### src/rtl/luma_conv3x3_filter_top_macros.svh
// Assertion macros for the luma 3x3 convolution filter.
// Included by the top level; no other dependencies.
`ifndef LUMA_CONV3X3_FILTER_TOP_MACROS_SVH
`define LUMA_CONV3X3_FILTER_TOP_MACROS_SVH
`ifndef SYNTHESIS
`define LCF_ASSERT(label, clk, rst, prop, msg) \
   label: assert property (@(posedge clk) disable iff (rst) (prop)) else $error(msg);
`define LCF_ASSERT_NEXT(label, clk, rst, trig, prop, msg) \
   label: assert property (@(posedge clk) disable iff (rst) (trig) |=> (prop)) else $error(msg);
`else
`define LCF_ASSERT(label, clk, rst, prop, msg)
`define LCF_ASSERT_NEXT(label, clk, rst, trig, prop, msg)
`endif
`endif

### src/rtl/lcf_pkg.sv
// Shared types, constants and kernel tables of the luma 3x3 convolution filter.
// No dependencies; used by every module of the block.
package lcf_pkg;

   localparam int LUMA_W    = 8;
   localparam int WEIGHT_W  = 20;
   localparam int BIAS_W    = 25;
   localparam int PROD_W    = LUMA_W + 1 + WEIGHT_W;
   localparam int PSUM_W    = PROD_W + 2;
   localparam int ACC_W     = PSUM_W + 2;
   localparam int FRAC_BITS = 16;
   localparam int FX_ONE    = 65536;

   localparam int POS_X_W     = 11;
   localparam int POS_Y_W     = 12;
   localparam int CSR_W       = 12;
   localparam int CSR_INDEX_W = 2;
   localparam int FILTER_W    = 4;

   localparam logic [CSR_INDEX_W-1:0] CSR_FILTER_SELECT = 2'd0;
   localparam logic [CSR_INDEX_W-1:0] CSR_FRAME_WIDTH   = 2'd1;
   localparam logic [CSR_INDEX_W-1:0] CSR_FRAME_HEIGHT  = 2'd2;

   localparam logic [FILTER_W-1:0] FILTER_PASSTHROUGH = 4'd0;
   localparam logic [FILTER_W-1:0] FILTER_SEPIA       = 4'd1;
   localparam logic [FILTER_W-1:0] FILTER_EDGE        = 4'd2;
   localparam logic [FILTER_W-1:0] FILTER_SHARPEN     = 4'd3;
   localparam logic [FILTER_W-1:0] FILTER_BLUR        = 4'd4;
   localparam logic [FILTER_W-1:0] FILTER_EMBOSS      = 4'd5;
   localparam logic [FILTER_W-1:0] FILTER_GRAY        = 4'd6;
   localparam logic [FILTER_W-1:0] FILTER_ENHANCE     = 4'd7;
   localparam logic [FILTER_W-1:0] FILTER_NEGATIVE    = 4'd8;
   localparam logic [FILTER_W-1:0] NUM_KERNELS        = 4'd9;

   localparam logic [FILTER_W-1:0] FILTER_SELECT_RESET = FILTER_PASSTHROUGH;
   localparam logic [CSR_W-1:0]    FRAME_WIDTH_RESET   = 12'd640;
   localparam logic [CSR_W-1:0]    FRAME_HEIGHT_RESET  = 12'd480;
   localparam logic [CSR_W-1:0]    MIN_FRAME_SIZE      = 12'd3;

   localparam logic [15:0] LUMA_R_COEF = 16'd77;
   localparam logic [15:0] LUMA_G_COEF = 16'd150;
   localparam logic [15:0] LUMA_B_COEF = 16'd29;

   localparam int QUEUE_DEPTH = 8;
   localparam int QPTR_W      = $clog2(QUEUE_DEPTH);
   localparam int QCNT_W      = $clog2(QUEUE_DEPTH + 1);

   localparam logic [WEIGHT_W-1:0] FX_P1 = WEIGHT_W'(FX_ONE);
   localparam logic [WEIGHT_W-1:0] FX_P2 = WEIGHT_W'(2 * FX_ONE);
   localparam logic [WEIGHT_W-1:0] FX_P5 = WEIGHT_W'(5 * FX_ONE);
   localparam logic [WEIGHT_W-1:0] FX_P6 = WEIGHT_W'(6 * FX_ONE);
   localparam logic [WEIGHT_W-1:0] FX_M1 = WEIGHT_W'(-1 * FX_ONE);
   localparam logic [WEIGHT_W-1:0] FX_M2 = WEIGHT_W'(-2 * FX_ONE);
   localparam logic [WEIGHT_W-1:0] FX_M4 = WEIGHT_W'(-4 * FX_ONE);
   localparam logic [WEIGHT_W-1:0] FX_0  = '0;

   typedef logic [LUMA_W-1:0]                 luma_type;
   // [0] line two above, [1] line above, [2] current line
   typedef logic [2:0][LUMA_W-1:0]            col_type;
   typedef logic [2:0][WEIGHT_W-1:0]          col_weight_type;
   typedef logic [8:0][WEIGHT_W-1:0]          kernel_taps_type;
   typedef logic signed [PSUM_W-1:0]          psum_type;
   typedef logic signed [BIAS_W-1:0]          bias_type;

   typedef struct packed {
      logic [7:0]         red;
      logic [7:0]         green;
      logic [7:0]         blue;
      logic [POS_X_W-1:0] pos_x;
      logic [POS_Y_W-1:0] pos_y;
      logic               has_gray;
      logic               has_pixel;
   } pix_info_type;

   typedef struct packed {
      logic [7:0]   gray;
      pix_info_type info;
   } queue_entry_type;

   typedef struct packed {
      logic [7:0]         red;
      logic [7:0]         green;
      logic [7:0]         blue;
      logic [POS_X_W-1:0] pos_x;
      logic [POS_Y_W-1:0] pos_y;
      logic               last;
   } result_type;

   // Taps in raster order of the window, tap 0 top left; packed so [8] comes first.
   function automatic kernel_taps_type kernel_taps(input logic [FILTER_W-1:0] sel);
      kernel_taps_type t;
      t = '0;
      unique case (sel)
         FILTER_SEPIA: begin
            t = {20'd8585, 20'd34996, 20'd17826, 20'd11010, 20'd44957,
                 20'd22872, 20'd12386, 20'd50397, 20'd25750};
         end
         FILTER_EDGE: begin
            t = {FX_0, FX_P1, FX_0, FX_P1, FX_M4, FX_P1, FX_0, FX_P1, FX_0};
         end
         FILTER_SHARPEN: begin
            t = {FX_0, FX_M1, FX_0, FX_M1, FX_P5, FX_M1, FX_0, FX_M1, FX_0};
         end
         FILTER_BLUR: begin
            t = {20'd4096, 20'd8192, 20'd4096, 20'd8192, 20'd16384,
                 20'd8192, 20'd4096, 20'd8192, 20'd4096};
         end
         FILTER_EMBOSS: begin
            t = {FX_P2, FX_P1, FX_0, FX_P1, FX_P1, FX_M1, FX_0, FX_M1, FX_M2};
         end
         FILTER_GRAY: begin
            t = {20'd4732, 20'd46871, 20'd13933, 20'd4732, 20'd46871,
                 20'd13933, 20'd4732, 20'd46871, 20'd13933};
         end
         FILTER_ENHANCE: begin
            t = {FX_0, FX_M1, FX_0, FX_M1, FX_P6, FX_M1, FX_0, FX_M1, FX_0};
         end
         FILTER_NEGATIVE: begin
            t = {FX_M1, FX_0, FX_0, FX_0, FX_M1, FX_0, FX_0, FX_0, FX_M1};
         end
         default: begin
            t = '0;
         end
      endcase
      return t;
   endfunction

   function automatic bias_type kernel_bias(input logic [FILTER_W-1:0] sel);
      bias_type b;
      b = '0;
      unique case (sel)
         FILTER_EMBOSS:   b = BIAS_W'(128 * FX_ONE);
         FILTER_NEGATIVE: b = BIAS_W'(255 * FX_ONE);
         default:         b = '0;
      endcase
      return b;
   endfunction

endpackage

### src/rtl/lcf_out_queue.sv
// Result queue: each entry holds the one or two results caused by one pixel and
// hands them out one beat at a time. Uses lcf_pkg.
module lcf_out_queue (
   input  logic                         clock,
   input  logic                         reset,
   input  logic                         push_valid,
   input  lcf_pkg::queue_entry_type     push_entry,
   input  logic                         pop_ready,
   output logic                         pop_valid,
   output lcf_pkg::result_type          pop_result,
   output logic [lcf_pkg::QCNT_W-1:0]   level
);

   lcf_pkg::queue_entry_type queue_ff [lcf_pkg::QUEUE_DEPTH];

   logic [lcf_pkg::QPTR_W-1:0] head_ff, head_in;
   logic [lcf_pkg::QPTR_W-1:0] tail_ff, tail_in;
   logic [lcf_pkg::QCNT_W-1:0] count_ff, count_in;
   logic                       half_ff, half_in;

   lcf_pkg::queue_entry_type head_entry;
   logic                     show_gray;
   logic                     pop_beat;
   logic                     entry_done;

   always_comb begin
      head_entry = queue_ff[head_ff];
      show_gray  = head_entry.info.has_gray && !half_ff;
      pop_valid  = (count_ff != '0);

      pop_result.pos_x = show_gray ? head_entry.info.pos_x - 11'd1 : head_entry.info.pos_x;
      pop_result.pos_y = show_gray ? head_entry.info.pos_y - 12'd1 : head_entry.info.pos_y;
      pop_result.red   = show_gray ? head_entry.gray : head_entry.info.red;
      pop_result.green = show_gray ? head_entry.gray : head_entry.info.green;
      pop_result.blue  = show_gray ? head_entry.gray : head_entry.info.blue;
      pop_result.last  = show_gray ? !head_entry.info.has_pixel : 1'b1;

      pop_beat   = pop_valid && pop_ready;
      entry_done = pop_beat && pop_result.last;

      // depth is a power of two, so the pointers wrap on their own
      head_in  = entry_done ? head_ff + lcf_pkg::QPTR_W'(1) : head_ff;
      tail_in  = push_valid ? tail_ff + lcf_pkg::QPTR_W'(1) : tail_ff;
      count_in = count_ff + lcf_pkg::QCNT_W'(push_valid) - lcf_pkg::QCNT_W'(entry_done);

      half_in = half_ff;
      if (entry_done) begin
         half_in = 1'b0;
      end else if (pop_beat) begin
         half_in = 1'b1;
      end
   end

   always_ff @(posedge clock) begin
      if (reset) begin
         head_ff  <= '0;
         tail_ff  <= '0;
         count_ff <= '0;
         half_ff  <= 1'b0;
      end else begin
         head_ff  <= head_in;
         tail_ff  <= tail_in;
         count_ff <= count_in;
         half_ff  <= half_in;
      end
   end

   always_ff @(posedge clock) begin
      if (push_valid) begin
         queue_ff[tail_ff] <= push_entry;
      end
   end

   assign level = count_ff;

endmodule

### config.mk
export PLATFORM = sky130hd
export DESIGN_NAME = lcf_out_queue
export DESIGN_NICKNAME = d
export VERILOG_FILES = /design/src/rtl/luma_conv3x3_filter_top_macros.svh /design/src/rtl/lcf_pkg.sv /design/src/rtl/lcf_out_queue.sv
export SDC_FILE = /design/constraint.sdc
export NUM_CORES = 1
export LEC_CHECK = 0
export ABC_CLOCK_PERIOD_IN_PS = 13200
export BUFFER_PORTS_ARGS = -buffer_cell sky130_fd_sc_hd__buf_2
export CAP_MARGIN = 20
export CORE_MARGIN = 2
export CORE_UTILIZATION = 50
export DETAILED_ROUTE_END_ITERATION = 16
export GPL_TIMING_DRIVEN = 0
export PLACE_DENSITY_LB_ADDON = 0.15
export REMOVE_ABC_BUFFERS = 1
export SETUP_SLACK_MARGIN = 0.3
export SYNTH_ARGS = -nofsm -noshare
export SYNTH_HDL_FRONTEND = slang
export SYNTH_SLANG_ARGS = --single-unit
### constraint.sdc
create_clock -name clock -period 13.2 [get_ports clock]
set_clock_uncertainty 0.1 [all_clocks]
set_input_delay 1.32 -clock clock [delete_from_list [all_inputs] [get_ports clock]]
set_output_delay 1.32 -clock clock [all_outputs]
set_load 0.01 [all_outputs]
# ---- Word-level counts from Yosys, hierarchy flattened
# Memories as Yosys holds them, arrays and structs flattened. A register that Yosys moved wholly into a read port is not among the register bits.
# Cells that the tools add are included.
dict set report totals {
  ff_bits 11
  ramBits 456
  input_bits 61
  out_inout_bits 53
  mem_count 1
}
dict set report op_classes {
  add_sub_neg 6
  muxes 10
  n_reduce_logical 7
}
# name depth width rd rd_ports_with_merged_regs write_ports line
set mem_list {}
lappend mem_list {queue_ff 8 57 1 1 1 lcf_out_queue.sv:14} ;# lcf_pkg::queue_entry_type queue_ff [lcf_pkg::QUEUE_DEPTH];
# operator count
set ops {}
lappend ops {{8-bit two-way mux} 3}
lappend ops {{12-bit two-way mux} 1}
lappend ops {{12-bit by 1-bit subtractor with 12-bit output, second input constant} 1}
lappend ops {{11-bit two-way mux} 1}
lappend ops {{11-bit by 1-bit subtractor with 11-bit output, second input constant} 1}
lappend ops {{3-bit by 1-bit adder with 3-bit output, second input constant} 2}
lappend ops {{3-bit two-way mux} 2}
lappend ops {{4-bit by 1-bit adder with 4-bit output} 1}
lappend ops {{4-bit nonzero test} 1}
lappend ops {{4-bit by 1-bit subtractor with 4-bit output} 1}
lappend ops {{1-bit logical AND} 3}
lappend ops {{1-bit two-way mux} 3}
lappend ops {{1-bit zero test} 2}
lappend ops {{2-bit OR reduction} 1}

# ---- Longest topological paths before layout
# Gate-level depths: netlist of the first run.
dict set report depth {
  ltp_word 6
  mapped_depth 15
  ltp_nobuf 12
}

# ---- Worst setup path after synthesis of the first run
# OpenSTA, ideal clock, no wires.
dict set report synth_path {
  path_type {in2reg}
  startpoint {in push_valid}
  endpoint {mem queue_ff[0][0] (netlist name) (enable)}
  arrival_ns 5.296
  setup_slack_ns 7.262
  cell_stages 2
  cell_sequence {nand2b_1 > nor3_1}
}
dict set report synth_between {
  elab_chain_len 2
}
# item line
set synth_rtl {}
lappend synth_rtl {{start: declaration} lcf_out_queue.sv:6} ;# input logic push_valid,
lappend synth_rtl {{1-bit two-way mux} lcf_out_queue.sv:69} ;# if (push_valid) begin
lappend synth_rtl {{1-bit two-way mux (not written as such)} lcf_out_queue.sv:70} ;# queue_ff[tail_ff] <= push_entry;
lappend synth_rtl {{end: declaration} lcf_out_queue.sv:14}
# Every way passes these cells.

==> results of run 1 <==
metrics by stage:
step	utilization	std cells	setup WS, ns
2_1_floorplan	-	816	4.16
3_3_place_gp	0.531	1397	-0.0942
4_1_cts	0.589	1516	7.83
6_report	0.589	1519	7.92
5_1_grt	0.589	1517	7.67
3_5_place_dp	0.549	1429	8.43
worst paths after layout:
path,slack [ns],cells past startpoint,start,to
setup / recovery,7.92,9,flip-flop,pop_result[12]
hold / removal,0.37,2,half_ff$_SDFFE_PP0P_,half_ff$_SDFFE_PP0P_
setup reg to reg,9.34,12,flip-flop,level[2]$_SDFF_PP0_
hold reg to reg,0.37,2,half_ff$_SDFFE_PP0P_,half_ff$_SDFFE_PP0P_
cell families after synthesis:
kind of cell | count (synthesis) | synth area share
AOI/OAI and AO/OA | 38 | 0.0121
xor gates and xnor gates | 24 | 0.0113
adders and majority gates | 10 | 0.00715
buffers and inverters | 48 | 0.0156
DFF | 470 | 0.753
muxes | 178 | 0.177
and+or+nand+nor | 87 | 0.0237
tightest hold or removal path: stages, from the launching register on:
cell	delay [ns]
dfxtp_1	0.32
nand2_1	0.06
a21oi_1	0.05
cell type report:
class,instances,area (sq um),share of cell area
flip-flops and latches,470,14000,0.648
inverters,9,33.8,0.00157
diodes,3,7.51,0.000348
repair buffers,145,1140,0.0530
clock inverters,17,101,0.00470
well taps,468,586,0.0271
multi-input cells,337,4350,0.202
clock buffers,70,1370,0.0634
routing by layer:
metal  wire [microns]  vias up  GRT usage
li1                 -     3867          -
met4              651        6     0.0487
met3             1820       60     0.0366
met5               30        -          0
met1            15600     4466      0.267
met2            18600      181      0.327
power groups by stage:
| stage | Combinational [mW] | Clock, mW | Sequential, mW |
|---|---|---|---|
| after floorplan | 0.596 | 0 | 1.82 |
| after global placement | 0.868 | 0 | 1.86 |
| after detailed placement | 0.909 | 0 | 1.77 |
| after CTS | 0.916 | 1.29 | 1.74 |
| after global routing | 0.973 | 1.35 | 1.75 |
| final | 0.897 | 1.26 | 1.74 |
sequential cells by signal, indices dropped and copies added, names as in the netlist, named ones only:
signal / cells
queue_ff: 456
level: 4
head_ff: 3
tail_ff: 3
half_ff: 1
layout by cell type (no fill, tap or decap), types with 10 or more instances in the layout:
master / Yosys / routed
mux2i_1: 51 / 51
edfxtp_1: 456 / 456
clkinv_1: 0 / 10
mux4_2: 106 / 106
buf_12: 1 / 11
buf_6: 7 / 12
nand2_1: 29 / 29
buf_2: 12 / 113
clkbuf_1: 12 / 17
o21ai_1: 25 / 25
clkbuf_16: 0 / 51
nor2_1: 22 / 15
xor2_1: 15 / 15
dfxtp_1: 14 / 11
==> flow_summary.toml, run 1 <==
[yosys]
yosys_warnings = 0
synth_area_leaders = "edfxtp_1, mux4_2, mux2i_1"
synth-main-ff-cell = "edfxtp_1"
yosysTopAreaCell = "edfxtp_1"
syn_avg_cell_area_sq_um = 21.7
ys_types = 48
synthCells = 855
syn-cell-area_sq_mm = 0.0186
synth_edf_count = 456
synth-seq-area-share = 0.753
async_flop_share = 0
yosysTopAreaCellShare = 0.738
yosys.cell_count.top_type = "edfxtp_1"
yosys-top-cells-count = "edfxtp_1, mux4_2, mux2i_1"
yosys_register_bits = 470

[die]
pin_count = 114
core_area_sq_mm = 0.0366
die_area_sq_mm = 0.0387
start_util = 0.507
rows = 70
die_x_microns = 197
dieHeight_microns = 197

[critical_path]
critical_path.top_delay_family = "simple AND/OR/NAND/NOR gates"
cpPeakStageDelay_ns = 0.87
cp_slowest_cell = "dfxtp_4"
worstPathArrival_ns = 3.86
crit_type = "reg2out"
cp-end-kind = "primary output"
path_cells = "buf_16 > mux4_2 > o21bai_1 > nor2_4 > buf_12 > and4_1 > nand3_1 > xor2_1 > buf_2"
path_buf_inv = 3
worstPathMaxFanout = 52
cp_data_required_time_ns = 11.78
startpoint_type = "flip-flop"

[clocking]
clkSinkCount = 470
post_cts_buffers = 0
worstSkewPairLatency_ns = 0.55
cts_tree = "done"
cts_hold_buf = 0
cts_max_path_buffers = 3
cts_resized = 0
cts_made_buffers = 49
htreeDepth = 2
clk_pin_slew_worst_paths_ns = 0.06
root_buffer = "clkbuf_16"

[route]
vias = 8580
postRouteAntennaNets = 0
dr.pass1.iters = 5
wl_microns = 36600
drc = 0
wl_per_cell_microns = 24.1
drtIter0Drc = 524
vias_per_cell = 5.65

[layout]
finish.instance_area_sq_mm = 0.0216
synthToLayoutAreaGrowth_pct = 16.3
drive_above_1_share = 0.332
fillerInstances = 2694
nets = 1083

[pwr]
p_sw_frac = 0.266
ir_drop_uv = 135
power_density_mw_per_mm2 = 181
power.total_mw = 3.90
combinationalPowerShare = 0.230
leakagePower_nw = 6.95
seqPwrFrac = 0.446
switchingPower_mw = 1.04
p_clk_frac = 0.324
internal_power_mw = 2.86

[global_route]
grt_pass1_wl_microns = 55400
grt_max_degree = 61
antenna_found_initial = 5
grt_util_all_layers = 0.195
grt_pass1_vias = 9027
grt_overflow = 0

[timing]
rsz0062_at_grt = "false"
slew_headroom = 0.388
max_freq_mhz = 189
hold_viol = 0
slew_violations = 0
min_period_over_period = 0.400
period_minus_slack_ns = 5.28
fin_hold_ws_ns = 0.372
worstMarginPinSlew_ns = 0.917
tns_ns = 0
finalSetupViolCount = 0

[min_path]
min_path_type = "reg2reg"

[status]
outcome = "finished, final reports clean"

[place]
place_area_sq_mm = 0.0201
dp_hpwl_microns = 21700
gp_congestion = 0.702
numPortBuffers = 113

[job]
maxCapViolations = 0
(Power assumes the default switching activity.)
==> run 2: changes to the inputs <==
--- a/config.mk
+++ b/config.mk
@@ -5,7 +5,8 @@
 export SDC_FILE = /design/constraint.sdc
 export NUM_CORES = 1
 export LEC_CHECK = 0
-export ABC_CLOCK_PERIOD_IN_PS = 13200
+export ABC_AREA = 1
+export ABC_CLOCK_PERIOD_IN_PS = 4540
 export BUFFER_PORTS_ARGS = -buffer_cell sky130_fd_sc_hd__buf_2
 export CAP_MARGIN = 20
 export CORE_MARGIN = 2
==> constraint.sdc (replaced) <==
create_clock -name clock -period 4.54 [get_ports clock]
set_clock_uncertainty 0.1 [all_clocks]
set_input_delay 0.454 -clock clock [delete_from_list [all_inputs] [get_ports clock]]
set_output_delay 0.454 -clock clock [all_outputs]
set_load 0.01 [all_outputs]
==> flow_summary.toml, run 2 <==
[status]
outcome = "finished, final reports clean"

[critical_path]
worstPathMaxFanout = 106
worstPathArrival_ns = 3.42
cp_data_required_time_ns = 3.99
cpPeakStageDelay_ns = 0.48
cp_common_cell = "nand2_1"
cp_slowest_cell = "dfxtp_4"
crit_type = "reg2out"
cp-end-kind = "primary output"
startpoint_type = "flip-flop"
path_cells = "buf_16 > inv_16 > buf_16 > nand2_1 > nand3_1 > nand2_1 > nand2_1 > nand2_4 > nand2_8 > inv_4 > nand2_1 > nand2_1 > buf_2"
reg2regPathDepth = 18

[timing]
finalSetupViolCount = 0
slew_headroom = 0.448
rsz0062_at_grt = "true"
min_period_over_period = 0.876
slew_violations = 0
worstMarginPinSlew_ns = 0.826
max_freq_mhz = 252
period_minus_slack_ns = 3.98
fin_hold_ws_ns = 0.0320
hold_viol = 0

[yosys]
yosys.area_share.simple = 0.164
ys_types = 36
yosys_register_bits = 470
synth_fa_ha_area_frac = 0.00669
synth-seq-area-share = 0.704
syn_avg_cell_area_sq_um = 11.3
synth-main-ff-cell = "edfxtp_1"
syn-cell-area_sq_mm = 0.0198
async_flop_share = 0
synth_top_family_by_area = "simple AND/OR/NAND/NOR gates"
yosys_warnings = 0
synth_edf_count = 456
synthCells = 1760
synthMuxAreaShare = 0
yosysTopAreaCellShare = 0.690
synth_xor_area_frac = 0.00265
yosys.cell_count.top_type = "edfxtp_1"
synth_compound_area_frac = 0.0641
yosysTopAreaCell = "edfxtp_1"
yosys-top-cells-count = "edfxtp_1, nand2_1, nor2_1"
synth_area_leaders = "edfxtp_1, nand2_1, nor2_1"

[pwr]
ir_drop_uv = 341
power_density_mw_per_mm2 = 579
power.total_mw = 13.3
leakagePower_nw = 8.96

[clocking]
cts_made_buffers = 49
root_buffer = "clkbuf_16"
cts_tree = "done"
htreeDepth = 2
cts_max_path_buffers = 3
clk_pin_slew_worst_paths_ns = 0.06
clkSinkCount = 470
worstSkewPairLatency_ns = 0.57

[global_route]
grt_overflow = 0
grt_pass1_vias = 12600
grt_util_all_layers = 0.228
antenna_found_initial = 7
grt_pass1_wl_microns = 71800
grt_max_degree = 107

[job]
maxCapViolations = 0

[route]
dr.pass1.iters = 5
vias_per_cell = 5.34
postRouteAntennaNets = 0
vias = 13000
wl_microns = 47300
drc = 0
wl_per_cell_microns = 19.5
drtIter0Drc = 986

[die]
start_util = 0.510
die_area_sq_mm = 0.0413
core_area_sq_mm = 0.0389
rows = 72
dieHeight_microns = 203
die_x_microns = 203
pin_count = 114

[layout]
largest_reg_flops = 456
nets = 1939
layout_common_cells = "edfxtp_1, nand2_1, nor2_1"
final_common_cell = "edfxtp_1"
drive_above_1_share = 0.136
regMostFlops = "queue_ff"
finish.instance_area_sq_mm = 0.0230
synthToLayoutAreaGrowth_pct = 15.9

[place]
numPortBuffers = 113
gp_congestion = 0.771
dp_hpwl_microns = 25400
place_area_sq_mm = 0.0213

[min_path]
holdPathStages = 2
min_path_type = "in2reg"
==> run 2: changes by cell type after synthesis, moves of 106 or more <==
cell and delta:
inv_1 +156, mux4_2 -106, nand2_1 +408, nand3_1 +114, nor2_1 +169, o21ai_0 +130
==> run 2: path summary, 6_finish.rpt <==
| path | from | end | slack (ns) |
|---|---|---|---|
| hold / removal | reset | level[1]$_SDFF_PP0_ | 0.03 |
| setup / recovery | flip-flop | pop_result[31] | 0.56 |
| setup reg to reg | flip-flop | level[2]$_SDFF_PP0_ | 0.97 |
| hold reg to reg | tail_ff[0]$_SDFFE_PP0P_ | tail_ff[0]$_SDFFE_PP0P_ | 0.42 |
==> run 2: worst max-delay path, delay by kind of cell (launching register included) <==
kind                   cells  cell delay [ns]
buffers and inverters      5             1.24
AND/OR/NAND/NOR            8             1.05
flip-flops                 1             0.48
==> run 2: per-stage QoR <==
step	utilization	setup TNS, ns	worst slack, ns	std cells
3_5_place_dp	0.547	0	0.117	2329
4_1_cts	0.589	0	0.356	2423
2_1_floorplan	-	-154.94	-3.15	1670
3_3_place_gp	0.527	-1384.71	-8.33	2301
5_1_grt	0.591	0	0.296	2428
6_report	0.591	0	0.565	2430
==> run 2: final cells by class <==
cell class,instances,area (sq um)
Clock buffer,62,1340
Sequential cell,470,14000
Timing Repair Buffer,147,1370
Multi-Input combinational cell,1033,4780
Tap cell,518,648
Inverter,167,653
Fill cell,3172,15900
Antenna cell,5,12.5
Clock inverter,28,201
==> run 2: timing repair <==
| item | in CTS | in global routing |
|---|---|---|
| hold buffers | 0 | 0 |
| buffers inserted | 3 | 2 |
| gates cloned | 1 | 0 |
| endpoints found under the setup margin | 48 | 30 |
| pin swaps | 0 | 0 |
| gates resized for setup | 4 | 1 |
==> run 2: kinds of logic after synthesis <==
group | after synthesis
adders and majority gates | 10
buffers and inverters | 257
xor gates and xnor gates | 6
DFF | 470
and+or+nand+nor | 784
AOI/OAI and AO/OA | 233
==> run 2: layer usage <==
metal / GRT usage / wire (microns) / up-vias
met1: 0.303 / 20200 / 6246
met2: 0.385 / 23200 / 405
li1: - / - / 6236
met4: 0.0792 / 1250 / 4
met5: 0 / 23 / -
met3: 0.0348 / 2600 / 97
==> run 2: where the power goes <==
part / internal (mW) / switching, mW
registers: 4.89 / 0.0977
logic: 1.49 / 3.00
clock network: 2.24 / 1.60
