### src/rtl/luma_conv3x3_filter_top_macros.svh
// Assertion macros for the luma 3x3 convolution filter.
// Included by the top level; no other dependencies.
`ifndef LUMA_CONV3X3_FILTER_TOP_MACROS_SVH
`define LUMA_CONV3X3_FILTER_TOP_MACROS_SVH
`ifndef SYNTHESIS
`define LCF_ASSERT(label, clk, rst, prop, msg) \
   label: assert property (@(posedge clk) disable iff (rst) (prop)) else $error(msg);
`define LCF_ASSERT_NEXT(label, clk, rst, trig, prop, msg) \
   label: assert property (@(posedge clk) disable iff (rst) (trig) |=> (prop)) else $error(msg);
`else
`define LCF_ASSERT(label, clk, rst, prop, msg)
`define LCF_ASSERT_NEXT(label, clk, rst, trig, prop, msg)
`endif
`endif

### src/rtl/lcf_pkg.sv
// Shared types, constants and kernel tables of the luma 3x3 convolution filter.
// No dependencies; used by every module of the block.
package lcf_pkg;

   localparam int LUMA_W    = 8;
   localparam int WEIGHT_W  = 20;
   localparam int BIAS_W    = 25;
   localparam int PROD_W    = LUMA_W + 1 + WEIGHT_W;
   localparam int PSUM_W    = PROD_W + 2;
   localparam int ACC_W     = PSUM_W + 2;
   localparam int FRAC_BITS = 16;
   localparam int FX_ONE    = 65536;

   localparam int POS_X_W     = 11;
   localparam int POS_Y_W     = 12;
   localparam int CSR_W       = 12;
   localparam int CSR_INDEX_W = 2;
   localparam int FILTER_W    = 4;

   localparam logic [CSR_INDEX_W-1:0] CSR_FILTER_SELECT = 2'd0;
   localparam logic [CSR_INDEX_W-1:0] CSR_FRAME_WIDTH   = 2'd1;
   localparam logic [CSR_INDEX_W-1:0] CSR_FRAME_HEIGHT  = 2'd2;

   localparam logic [FILTER_W-1:0] FILTER_PASSTHROUGH = 4'd0;
   localparam logic [FILTER_W-1:0] FILTER_SEPIA       = 4'd1;
   localparam logic [FILTER_W-1:0] FILTER_EDGE        = 4'd2;
   localparam logic [FILTER_W-1:0] FILTER_SHARPEN     = 4'd3;
   localparam logic [FILTER_W-1:0] FILTER_BLUR        = 4'd4;
   localparam logic [FILTER_W-1:0] FILTER_EMBOSS      = 4'd5;
   localparam logic [FILTER_W-1:0] FILTER_GRAY        = 4'd6;
   localparam logic [FILTER_W-1:0] FILTER_ENHANCE     = 4'd7;
   localparam logic [FILTER_W-1:0] FILTER_NEGATIVE    = 4'd8;
   localparam logic [FILTER_W-1:0] NUM_KERNELS        = 4'd9;

   localparam logic [FILTER_W-1:0] FILTER_SELECT_RESET = FILTER_PASSTHROUGH;
   localparam logic [CSR_W-1:0]    FRAME_WIDTH_RESET   = 12'd640;
   localparam logic [CSR_W-1:0]    FRAME_HEIGHT_RESET  = 12'd480;
   localparam logic [CSR_W-1:0]    MIN_FRAME_SIZE      = 12'd3;

   localparam logic [15:0] LUMA_R_COEF = 16'd77;
   localparam logic [15:0] LUMA_G_COEF = 16'd150;
   localparam logic [15:0] LUMA_B_COEF = 16'd29;

   localparam int QUEUE_DEPTH = 8;
   localparam int QPTR_W      = $clog2(QUEUE_DEPTH);
   localparam int QCNT_W      = $clog2(QUEUE_DEPTH + 1);

   localparam logic [WEIGHT_W-1:0] FX_P1 = WEIGHT_W'(FX_ONE);
   localparam logic [WEIGHT_W-1:0] FX_P2 = WEIGHT_W'(2 * FX_ONE);
   localparam logic [WEIGHT_W-1:0] FX_P5 = WEIGHT_W'(5 * FX_ONE);
   localparam logic [WEIGHT_W-1:0] FX_P6 = WEIGHT_W'(6 * FX_ONE);
   localparam logic [WEIGHT_W-1:0] FX_M1 = WEIGHT_W'(-1 * FX_ONE);
   localparam logic [WEIGHT_W-1:0] FX_M2 = WEIGHT_W'(-2 * FX_ONE);
   localparam logic [WEIGHT_W-1:0] FX_M4 = WEIGHT_W'(-4 * FX_ONE);
   localparam logic [WEIGHT_W-1:0] FX_0  = '0;

   typedef logic [LUMA_W-1:0]                 luma_type;
   // [0] line two above, [1] line above, [2] current line
   typedef logic [2:0][LUMA_W-1:0]            col_type;
   typedef logic [2:0][WEIGHT_W-1:0]          col_weight_type;
   typedef logic [8:0][WEIGHT_W-1:0]          kernel_taps_type;
   typedef logic signed [PSUM_W-1:0]          psum_type;
   typedef logic signed [BIAS_W-1:0]          bias_type;

   typedef struct packed {
      logic [7:0]         red;
      logic [7:0]         green;
      logic [7:0]         blue;
      logic [POS_X_W-1:0] pos_x;
      logic [POS_Y_W-1:0] pos_y;
      logic               has_gray;
      logic               has_pixel;
   } pix_info_type;

   typedef struct packed {
      logic [7:0]   gray;
      pix_info_type info;
   } queue_entry_type;

   typedef struct packed {
      logic [7:0]         red;
      logic [7:0]         green;
      logic [7:0]         blue;
      logic [POS_X_W-1:0] pos_x;
      logic [POS_Y_W-1:0] pos_y;
      logic               last;
   } result_type;

   // Taps in raster order of the window, tap 0 top left; packed so [8] comes first.
   function automatic kernel_taps_type kernel_taps(input logic [FILTER_W-1:0] sel);
      kernel_taps_type t;
      t = '0;
      unique case (sel)
         FILTER_SEPIA: begin
            t = {20'd8585, 20'd34996, 20'd17826, 20'd11010, 20'd44957,
                 20'd22872, 20'd12386, 20'd50397, 20'd25750};
         end
         FILTER_EDGE: begin
            t = {FX_0, FX_P1, FX_0, FX_P1, FX_M4, FX_P1, FX_0, FX_P1, FX_0};
         end
         FILTER_SHARPEN: begin
            t = {FX_0, FX_M1, FX_0, FX_M1, FX_P5, FX_M1, FX_0, FX_M1, FX_0};
         end
         FILTER_BLUR: begin
            t = {20'd4096, 20'd8192, 20'd4096, 20'd8192, 20'd16384,
                 20'd8192, 20'd4096, 20'd8192, 20'd4096};
         end
         FILTER_EMBOSS: begin
            t = {FX_P2, FX_P1, FX_0, FX_P1, FX_P1, FX_M1, FX_0, FX_M1, FX_M2};
         end
         FILTER_GRAY: begin
            t = {20'd4732, 20'd46871, 20'd13933, 20'd4732, 20'd46871,
                 20'd13933, 20'd4732, 20'd46871, 20'd13933};
         end
         FILTER_ENHANCE: begin
            t = {FX_0, FX_M1, FX_0, FX_M1, FX_P6, FX_M1, FX_0, FX_M1, FX_0};
         end
         FILTER_NEGATIVE: begin
            t = {FX_M1, FX_0, FX_0, FX_0, FX_M1, FX_0, FX_0, FX_0, FX_M1};
         end
         default: begin
            t = '0;
         end
      endcase
      return t;
   endfunction

   function automatic bias_type kernel_bias(input logic [FILTER_W-1:0] sel);
      bias_type b;
      b = '0;
      unique case (sel)
         FILTER_EMBOSS:   b = BIAS_W'(128 * FX_ONE);
         FILTER_NEGATIVE: b = BIAS_W'(255 * FX_ONE);
         default:         b = '0;
      endcase
      return b;
   endfunction

endpackage

### src/rtl/lcf_win_cell.sv
// One column cell of the 3x3 luma window: holds three luma values, passes them
// to its left neighbor and forms the registered weighted column sum. Uses lcf_pkg.
module lcf_win_cell (
   input  logic                    clock,
   input  logic                    shift_en,
   input  lcf_pkg::col_type        load_col,
   input  lcf_pkg::col_weight_type weights,
   output lcf_pkg::col_type        col_out,
   output lcf_pkg::psum_type       psum_out
);

   lcf_pkg::col_type  col_ff;
   lcf_pkg::col_type  col_in;
   lcf_pkg::psum_type psum_ff;
   lcf_pkg::psum_type psum_in;
   logic signed [lcf_pkg::PROD_W-1:0] prod [3];

   always_comb begin
      col_in  = shift_en ? load_col : col_ff;
      psum_in = '0;
      for (int k = 0; k < 3; k++) begin
         prod[k] = lcf_pkg::PROD_W'($signed({1'b0, col_ff[k]}))
                 * lcf_pkg::PROD_W'($signed(weights[k]));
         psum_in = psum_in + lcf_pkg::PSUM_W'(prod[k]);
      end
   end

   always_ff @(posedge clock) begin
      col_ff  <= col_in;
      psum_ff <= psum_in;
   end

   assign col_out  = col_ff;
   assign psum_out = psum_ff;

endmodule

### config.mk
export PLATFORM = sky130hd
export DESIGN_NAME = lcf_win_cell
export DESIGN_NICKNAME = d
export VERILOG_FILES = /design/src/rtl/luma_conv3x3_filter_top_macros.svh /design/src/rtl/lcf_pkg.sv /design/src/rtl/lcf_win_cell.sv
export SDC_FILE = /design/constraint.sdc
export NUM_CORES = 1
export LEC_CHECK = 0
export ABC_AREA = 1
export BUFFER_PORTS_ARGS = -buffer_cell sky130_fd_sc_hd__buf_2
export CAP_MARGIN = 20
export CORE_MARGIN = 5
export CORE_UTILIZATION = 55
export DETAILED_ROUTE_END_ITERATION = 6
export PLACE_DENSITY_LB_ADDON = 0.12
export SYNTH_ARGS = -nofsm -noshare
export SYNTH_HDL_FRONTEND = slang
export SYNTH_SLANG_ARGS = --single-unit
### constraint.sdc
create_clock -name clock -period 11 [get_ports clock]
set_input_delay 2.2 -clock clock [delete_from_list [all_inputs] [get_ports clock]]
set_output_delay 2.2 -clock clock [all_outputs]
set_load 0.005 [all_outputs]
-- Word-level counts from Yosys, hierarchy flattened
Cells that the tools add are included.
- flip-flop bits (word level): 55
- output and inout bits: 55
- word-level logic and storage cells: 9
- add/subtract/negate cells: 2
- $mul: 3
- operator list (cell ; count):
    $mul A9 B20 Y29 ; 3
    $add A30 B29 Y31 ; 1
    $add A29 B29 Y30 ; 1

-- Depth between registers and ports, before layout
Gate-level depths: netlist of the first run.
- depth after elaboration: 3
- gate-level depth with buffers: 28
- gate-level depth less buffers: 27

-- Worst setup path before layout of the first run
No wires, ideal clock.
- kind: input to register
- start: input weights[39] (netlist bit)
- end: register psum_ff[29], in the netlist psum_out[29]
- data arrival time: 7384 ps
- data required time: 10888 ps
- path slack: 3504 ps
- cell stages on the path: 22
- path buffers: 1
- cells stage by stage: clkbuf_1 -> nand2_1 -> fa_1 -> inv_1 -> fa_1 -> inv_1 -> fa_1 -> inv_1 -> fa_1 -> fa_1 -> fa_1 -> inv_1 -> fa_1 -> inv_1 -> ha_1 -> nand2_1 -> nor3_1 -> nand2_1 -> nor3_1 -> nand2_1 -> nand3_1 -> nand2_1
- longest elaborated chain between the ends: 3
- RTL lines (element ; RTL line ; source):
    from (decl) ; lcf_win_cell.sv:7 ; input lcf_pkg::col_weight_type weights,
    $mul A9 B20 Y29 ; lcf_win_cell.sv:23 ; * lcf_pkg::PROD_W'($signed(weights[k]));
    $add A29 B29 Y30 ; lcf_win_cell.sv:24 ; psum_in = psum_in + lcf_pkg::PSUM_W'(prod[k]);
    $add A30 B29 Y31 ; lcf_win_cell.sv:24 ;
    via psum_in[29] ; lcf_win_cell.sv:15 ; lcf_pkg::psum_type psum_in;
    to (signal assigned) ; lcf_win_cell.sv:30 ; psum_ff <= psum_in;
    to (decl) ; lcf_win_cell.sv:14 ; lcf_pkg::psum_type psum_ff;
The timed path passes the listed nets, and every way through them passes these cells.
A chain may end at the register's enable or synchronous reset.

-- Worst setup path after layout of the first run
- start: input weights[19] (netlist bit)
- end: register psum_ff[26], in the netlist psum_out[26]
Same word-level chain as after synthesis.

==> flow_metrics.tcl, run 1 <==
set metrics [dict create \
    status "completed" \
    start_util_pct 55.2 \
    hold_path.class "register to register" \
    cts-root-buf "clkbuf_16" \
    crit_slowest_cell "fa_1" \
    multiInputGateArea_um2 14900 \
    drive_above_1_share_pct 6.64 \
    slew_violations 0 \
    die_w_um 201 \
    fin_crit_ns 7.80 \
    portBuffers 140 \
    postCtsSetupRepairBufs 0 \
    tightest_slew_ns 0.980 \
    crit_chain "buf_2 > nand2_1 > inv_1 > fa_1 > inv_1 > fa_1 > inv_1 > fa_1 > inv_1 > fa_1 > inv_1 > fa_1 > fa_1 > inv_1 > fa_1 > inv_1 > ha_1 > nand2_1 > nor3_1 > nand3_1 > nand4_1 > nand2_1" \
    dp.final_hpwl_um 44400 \
    rrSetupSlack_ns 4.16 \
    fin_crit_sh_pct 70.9 \
    cp.required_ns 11.24 \
    whs_ns 1.38 \
    synth_edf_count 24 \
    synthToLayoutAreaGrowth_pct 5.17 \
    drt_iter0_markers 632 \
    synth_xor_area_share_pct 0.611 \
    reg2reg_depth 19 \
    clock_path_buffers 2 \
    synthAdderAreaFrac_pct 57.4 \
    detail-route-antenna-nets 0 \
    rsz0062_at_grt "false" \
    final-hold-violation-count 0 \
    io_pins 141 \
    ys_types 26 \
    grt_start_max_net_pins 25 \
    dieArea_um2 40400 \
    cts_buffers 5 \
    track_usage_pct 26.2 \
    fin_worst_skew_ns 0.0158 \
    worst-path-max-fanout 8 \
    tns_ns 0 \
    fmax_ghz 0.128 \
    worst_setup_path_start_kind "primary input" \
    firstDrtPassIters 6 \
    place_congestion 0.904 \
    route.detailed.drc 0 \
    clkTransAtPathRegs_ns 0.09 \
    syn_nets 3235 \
    synth_top_family_by_area "adder cells" \
    arrival_ns 8.05 \
    wl_per_cell_um 16.4 \
    synth-simple-area-share_pct 15.2 \
    critPathKind "primary input to register" \
    grt_pass1_vias 16700 \
    antenna_found_initial 2 \
    synthArstFlopShare_pct 0 \
    ys_ff_latch 55 \
    post_synth_instance_area_um2 20100 \
    seq_area_frac_synth_pct 6.68 \
    cts_sinks 55 \
    holdBufCountCts 0 \
    viasPerCell 4.89 \
    grt_overflow 0 \
    grt_pass1_wl_um 83400 \
    seqCellArea_um2 1340 \
    yosysWarnings 0 \
    cts_max_level 2 \
    holdPathStages 3 \
    endpoint_kind "register" \
    postLayoutCoreUtil_pct 58.1 \
    routed_wl_um 49700 \
    muxShareOfSynthArea_pct 0 \
    synth_ff_type "dfxtp_1" \
    core_area_um2 36300 \
    fillerInstances 3419 \
    core.rowCount 70 \
    setup_viol 0 \
    fin_nets 3274 \
    die_y_um 201 \
    slew_headroom_pct 34.6 \
    clkLatencyLatePin_ns 0.34 \
    vias 14800 \
    cp_slowest_stage_delay_ns 0.69 \
    syn_inst 2522 \
    post_cts_resized 0 \
    drv_cap 0 \
    cts_tree "yes" \
    avgSynthCellArea_um2 7.96 \
    synth-compound-area-share_pct 0.904 \
]
synth_stat cells (all sizes together), types with 10 or more instances:
library cell  count  area, µm²
buf              17       63.8
nand4            13       81.3
ha              138       1730
xor2             12        105
edfxtp           24        721
nor2             35        149
nor3             10       65.1
fa              489       9790
inv             919       3450
nand2           663       2500
clkbuf           91        342
a21oi            20        104
nand3            42        230
dfxtp            31        621
metrics by stage:
step                worst slack, ns  instance area [µm²]  std cells
finish                         3.20                21100       3032
global route                   2.98                21100       3032
CTS                            3.29                21100       3030
detailed placement             2.92                20900       3022
global placement               2.87                20900       3022
floorplan                      3.50                20100       2522
critical path: cells and delay by family:
kind                     cells  cell delay [ns]
buffers and inverters        8             0.64
adder cells (fa/ha/maj)      8             4.02
AND/OR/NAND/NOR              6             1.18
layout make-up:
| cell class | count | area share, % |
|---|---|---|
| Antenna cell | 2 | 0.0237 |
| Clock inverter | 3 | 0.124 |
| Tap cell | 468 | 2.77 |
| Multi-Input combinational cell | 1440 | 70.5 |
| Sequential cell | 55 | 6.36 |
| Inverter | 919 | 16.3 |
| Clock buffer | 5 | 0.593 |
| Timing Repair Buffer | 140 | 3.32 |
final timing paths:
kind / start / end
worst max register to register: col_out[8] / psum_out[26]
worst min register to register: col_out[0] / psum_out[0]
worst max-delay path: weights[19] / psum_out[26]
worst min-delay path: col_out[0] / psum_out[0]
state kept, by name (all words and copies together), names as in the netlist:
register  count
col_out      24
psum_out     31
per-layer routing:
metal,routed length (µm),GRT usage (%)
met3,1570,2.39
met1,18400,30.2
met5,0,0
met4,2720,12.2
met2,27000,49.2
cell usage in the layout, fill, tap and decap left out, drive strengths merged:
cell type	instances
dfxtp	31
inv	921
diode	2
a21o	4
nand3b	2
buf	140
nand2	663
and2	2
nor3	10
nor2	35
o21ai	5
xnor2	2
clkinv	1
nand3	42
ha	138
fa	489
nand4	13
xor2	12
o21bai	3
a21oi	20
edfxtp	24
clkbuf	5
cells by family after synthesis:
| family | Yosys count |
|---|---|
| adders and majority gates | 627 |
| DFF | 55 |
| AOI/OAI and AO/OA | 32 |
| buffers and inverters | 1027 |
| and+or+nand+nor | 767 |
| xor gates and xnor gates | 14 |
Power of run 1 is left out: the tool's default activity adds up to more than one toggle a clock period on the data nets, which glitch-free logic cannot reach.
==> inputs of run 2 (changes only) <==
==> constraint.sdc (replaced) <==
create_clock -name clock -period 6.4 [get_ports clock]
set_input_delay 1.28 -clock clock [delete_from_list [all_inputs] [get_ports clock]]
set_output_delay 1.28 -clock clock [all_outputs]
set_load 0.005 [all_outputs]
==> run 2 against run 1 <==
Compared with the run above:
- clock skew shrank 0.0033 ns
- non-clock buffer count is 205 higher
- register-to-register slack got worse by 4.1 ns
- via count grew 5.0%
- die area unchanged
- design area increased by 12%
- global-route usage rose by 0.54 points
- cell count rose by 6.8%
- count of clock-buffer cells in the layout unchanged
- worst setup slack worse by 3.2 ns
- first-iteration DRC count rose by 13%
- highest routed layer unchanged
==> flow_metrics.tcl, run 2 (synthesis results as in run 1) <==
set metrics [dict create \
    status "completed" \
    start_util_pct 55.2 \
    cts_sinks 55 \
    regToRegEndpoint "psum_out[30]" \
    holdPathStages 5 \
    drive_above_1_share_pct 19.9 \
    firstDrtPassIters 5 \
    critPathKind "primary input to register" \
    rsz0062_at_grt "true" \
    holdBufCountCts 0 \
    min_to "psum_out[0]" \
    vias 15600 \
    rrSetupSlack_ns 0.11 \
    cts-root-buf "clkbuf_16" \
    grt_pass1_vias 17300 \
    portBuffers 140 \
    min_from "col_out[8]" \
    wl_per_cell_um 15.8 \
    fmax_ghz 0.157 \
    grt_overflow 0 \
    reg2reg_depth 23 \
    routed.top_layer "met4" \
    clkTransAtPathRegs_ns 0.08 \
    fin_nets 3479 \
    postLayoutCoreUtil_pct 65.2 \
    final-hold-violation-count 0 \
    rr_startpoint "col_out[21]" \
    core.rowCount 70 \
    layout_commonest_cell "inv_1" \
    track_usage_pct 26.8 \
    fin_crit_ns 6.36 \
    routed_wl_um 51100 \
    cts_max_level 2 \
    worst-path-max-fanout 7 \
    pre_cts_slack_ns -0.578 \
    endpoint_kind "register" \
    cts_buffers 5 \
    place_congestion 0.902 \
    detail-route-antenna-nets 0 \
    core_area_um2 36300 \
    drt_iter0_markers 714 \
    drv_cap 0 \
    grt_start_max_net_pins 25 \
    slew_headroom_pct 42.0 \
    final_cell_mix "inv_1, nand2_1, fa_1, buf_4, buf_2" \
    synthToLayoutAreaGrowth_pct 18.1 \
    clock_path_buffers 2 \
    die_y_um 201 \
    dieArea_um2 40400 \
    tightest_slew_ns 0.870 \
    wl_met1_um 18800 \
    arrival_ns 6.59 \
    clkLatencyLatePin_ns 0.34 \
    cp.required_ns 6.63 \
    routed-wl-met2_um 28100 \
    setup_slack_ns 0.0410 \
    fin_worst_skew_ns 0.0125 \
    place_inst 3212 \
    route.detailed.drc 0 \
    largest_register_ffs 31 \
    io_pins 141 \
    tns_ns 0 \
    viasPerCell 4.81 \
    route.met3.wl_um 1430 \
    worst_setup_path_start_kind "primary input" \
    fin_crit_sh_pct 99.4 \
    setup_viol 0 \
    cts_tree "yes" \
    antenna_found_initial 2 \
    slew_violations 0 \
    dp.final_hpwl_um 45900 \
    stdcell_count 3237 \
    hold_path.class "register to register" \
    fillerInstances 3219 \
    grt_pass1_wl_um 85800 \
    die_w_um 201 \
]
-- run 2: metrics by stage --
step | cell area [µm²] | hold slack, ns
6_report | 23700 | 0.995
4_1_cts | 22900 | 0.996
3_3_place_gp | 22500 | 0.960
2_1_floorplan | 20100 | 0.878
5_1_grt | 23700 | 1.06
3_5_place_dp | 22500 | 0.967
-- run 2: layout make-up --
cell class	instances	area, µm²	area share [%]
multi-input combinational	1440	15800	66.6
antenna	2	5.00	0.0211
timing repair buffer	345	2390	10.1
inverter	919	3450	14.6
clock buffer	5	125	0.528
tap	468	586	2.47
clock inverter	3	26.3	0.111
sequential	55	1340	5.66
-- run 2: critical path, cell delays in order --
cell and delay (ns):
buf_4 0.15, nand2_2 0.06, inv_1 0.05, fa_1 0.53
inv_1 0.05, fa_1 0.53, inv_1 0.05, fa_1 0.52
fa_2 0.59, fa_1 0.42, fa_1 0.49, inv_1 0.05
fa_1 0.52, inv_1 0.08, ha_4 0.29, nand2_1 0.07
buf_4 0.16, nor2_4 0.13, buf_4 0.12, nand4_1 0.15
nand3b_1 0.16, nand2_1 0.06, inv_1 0.05, nor2_1 0.03
-- run 2: timing repair --
| action | in CTS | in global routing |
|---|---|---|
| pin swaps | 35 | 138 |
| gates resized for setup | 55 | 204 |
| setup endpoints to repair | 11 | 23 |
| setup buffers | 8 | 7 |
-- run 2: routing by layer --
layer,track usage (%),up-vias
met4,12.6,0
li1,-,7329
met2,50.3,339
met3,2.05,126
met1,30.9,7764
met5,0,-
-- run 2: how the worst max path moves through the flow --
stage	startpoint	to	slack (ns)	depth (start not counted)
floorplan	weights[59]	psum_out[29]	-0.002	22
global placement	weights[59]	psum_out[22]	-0.61	23
detailed placement	weights[59]	psum_out[22]	-0.58	23
CTS	weights[16]	psum_out[20]	-0.003	23
global route	weights[59]	psum_out[30]	-0.16	24
finish	weights[47]	psum_out[22]	0.04	24
Power of run 2 is left out for the same reason.
==> inputs of run 3 (changes only) <==
--- a/config.mk
+++ b/config.mk
@@ -8,8 +8,10 @@
 export ABC_AREA = 1
 export BUFFER_PORTS_ARGS = -buffer_cell sky130_fd_sc_hd__buf_2
 export CAP_MARGIN = 20
+export CELL_PAD_IN_SITES_DETAIL_PLACEMENT = 0
+export CELL_PAD_IN_SITES_GLOBAL_PLACEMENT = 1
 export CORE_MARGIN = 5
-export CORE_UTILIZATION = 55
+export CORE_UTILIZATION = 44
 export DETAILED_ROUTE_END_ITERATION = 6
 export PLACE_DENSITY_LB_ADDON = 0.12
 export SYNTH_ARGS = -nofsm -noshare
==> run 3 against run 2 <==
Compared with the run above:
- register-to-register slack improved by 0.11 ns
- worst setup slack improved by 0.0016 ns
- utilization decreased by 12 points
- via count down 1.2%
- critical endpoint is now psum_out[25]
==> flow_metrics.tcl, run 3 (synthesis results as in run 1) <==
set metrics [dict create \
    layout_commonest_cell "inv_1" \
    viasPerCell 4.52 \
    portBuffers 140 \
    largest_register_ffs 31 \
    cts-root-buf "clkbuf_16" \
    slew_headroom_pct 40.3 \
    grt_pass1_vias 17300 \
    clkLatencyLatePin_ns 0.37 \
    status "completed" \
    fillerInstances 4484 \
    place_congestion 0.901 \
    rsz0062_at_grt "true" \
    design_area_um2 24100 \
    endpoint_kind "register" \
    core.rowCount 78 \
    dieArea_um2 50000 \
    dp.final_hpwl_um 48200 \
    wl_per_cell_um 15.8 \
    worst-path-max-fanout 4 \
    grt_pass1_wl_um 89200 \
    detail-route-antenna-nets 0 \
    fin_worst_skew_ns 0.0390 \
    fin_crit_ns 6.36 \
    cts_sinks 55 \
    worst_setup_path_start_kind "primary input" \
    cts_buffers 5 \
    holdBufCountCts 0 \
    grt_overflow 0 \
    final_cell_mix "inv_1, nand2_1, fa_1, buf_4, ha_1" \
    die_w_um 224 \
    tightest_slew_ns 0.896 \
    drive_above_1_share_pct 21.4 \
    arrival_ns 6.59 \
    fin_nets 3512 \
    cp.required_ns 6.63 \
    slew_violations 0 \
    io_pins 141 \
    drt_iter0_markers 679 \
    multiInputGateArea_um2 15700 \
    drv_cap 0 \
    cts_tree "yes" \
    synthToLayoutAreaGrowth_pct 20.3 \
    antenna_found_initial 2 \
    hold_path.class "register to register" \
    clkTransAtPathRegs_ns 0.13 \
    rrSetupSlack_ns 0.22 \
    pre_cts_slack_ns -0.642 \
    seqCellArea_um2 1340 \
    fmax_ghz 0.157 \
    critPathKind "primary input to register" \
    setup_slack_ns 0.0426 \
    track_usage_pct 22.8 \
    vias 15400 \
    die_y_um 224 \
    fin_crit_sh_pct 99.3 \
    postPlaceCellArea_um2 22900 \
    clock_path_buffers 2 \
    firstDrtPassIters 5 \
    start_util_pct 44.3 \
    final-hold-violation-count 0 \
    core_area_um2 45300 \
    whs_ns 0.968 \
    tns_ns 0 \
    setup_viol 0 \
    cts_max_level 2 \
    route.detailed.drc 0 \
    grt_start_max_net_pins 25 \
    routed_wl_um 53700 \
]
## run 3: cell count changes in the layout (fill, tap and decap cells not counted), sizes merged
cell,change
buf,+27
inv,-1
diode,-1
clkbuf,+6
clkinvlp,+1
## run 3: layout make-up
type / instances / share of cell area, %
Multi-Input combinational cell: 1440 / 65.1
Tap cell: 600 / 3.11
Antenna cell: 1 / 0.0104
Clock inverter: 3 / 0.114
Inverter: 919 / 14.3
Timing Repair Buffer: 378 / 11.3
Clock buffer: 5 / 0.518
Sequential cell: 55 / 5.56
## run 3: worst paths after layout
check / startpoint / endpoint / cells past startpoint
hold reg to reg: col_out[8] / psum_out[0] / 5
hold / removal: col_out[8] / psum_out[0] / 5
setup / recovery: weights[59] / psum_out[25] / 22
setup reg to reg: col_out[20] / psum_out[22] / 24
## run 3: per-layer routing
metal / part of all wire [%] / track usage, %
met1: 39 / 27.0
met2: 55 / 43.6
met3: 2.1 / 1.43
met4: 3.7 / 8.10
met5: 0 / 0
## run 3: stage by stage
| stage | instances | utilization (%) |
|---|---|---|
| finish | 3401 | 53.3 |
| floorplan | 2522 | - |
| global placement | 3372 | 50.5 |
| detailed placement | 3372 | 50.5 |
| CTS | 3386 | 51.4 |
| global route | 3401 | 53.3 |
## run 3: timing repair
item                       4_1_cts  5_1_grt
resized for setup               51      245
buffers inserted                 6       14
pin swaps                       38      156
setup endpoints to repair       14       23
## run 3: worst max-delay path, stage by stage
cell and delay [ns]:
buf_6 0.07, buf_6 0.10, buf_6 0.11, nand2_4 0.06, fa_1 0.59, inv_2 0.09
buf_6 0.12, fa_1 0.48, inv_2 0.04, fa_1 0.45, fa_1 0.55, fa_1 0.44
fa_1 0.49, fa_1 0.58, inv_2 0.06, ha_4 0.31, nand2_4 0.08, buf_4 0.15
nor3_4 0.20, nand3_2 0.13, nand4_1 0.12, nand2_2 0.07
Power of run 3 is left out for the same reason.
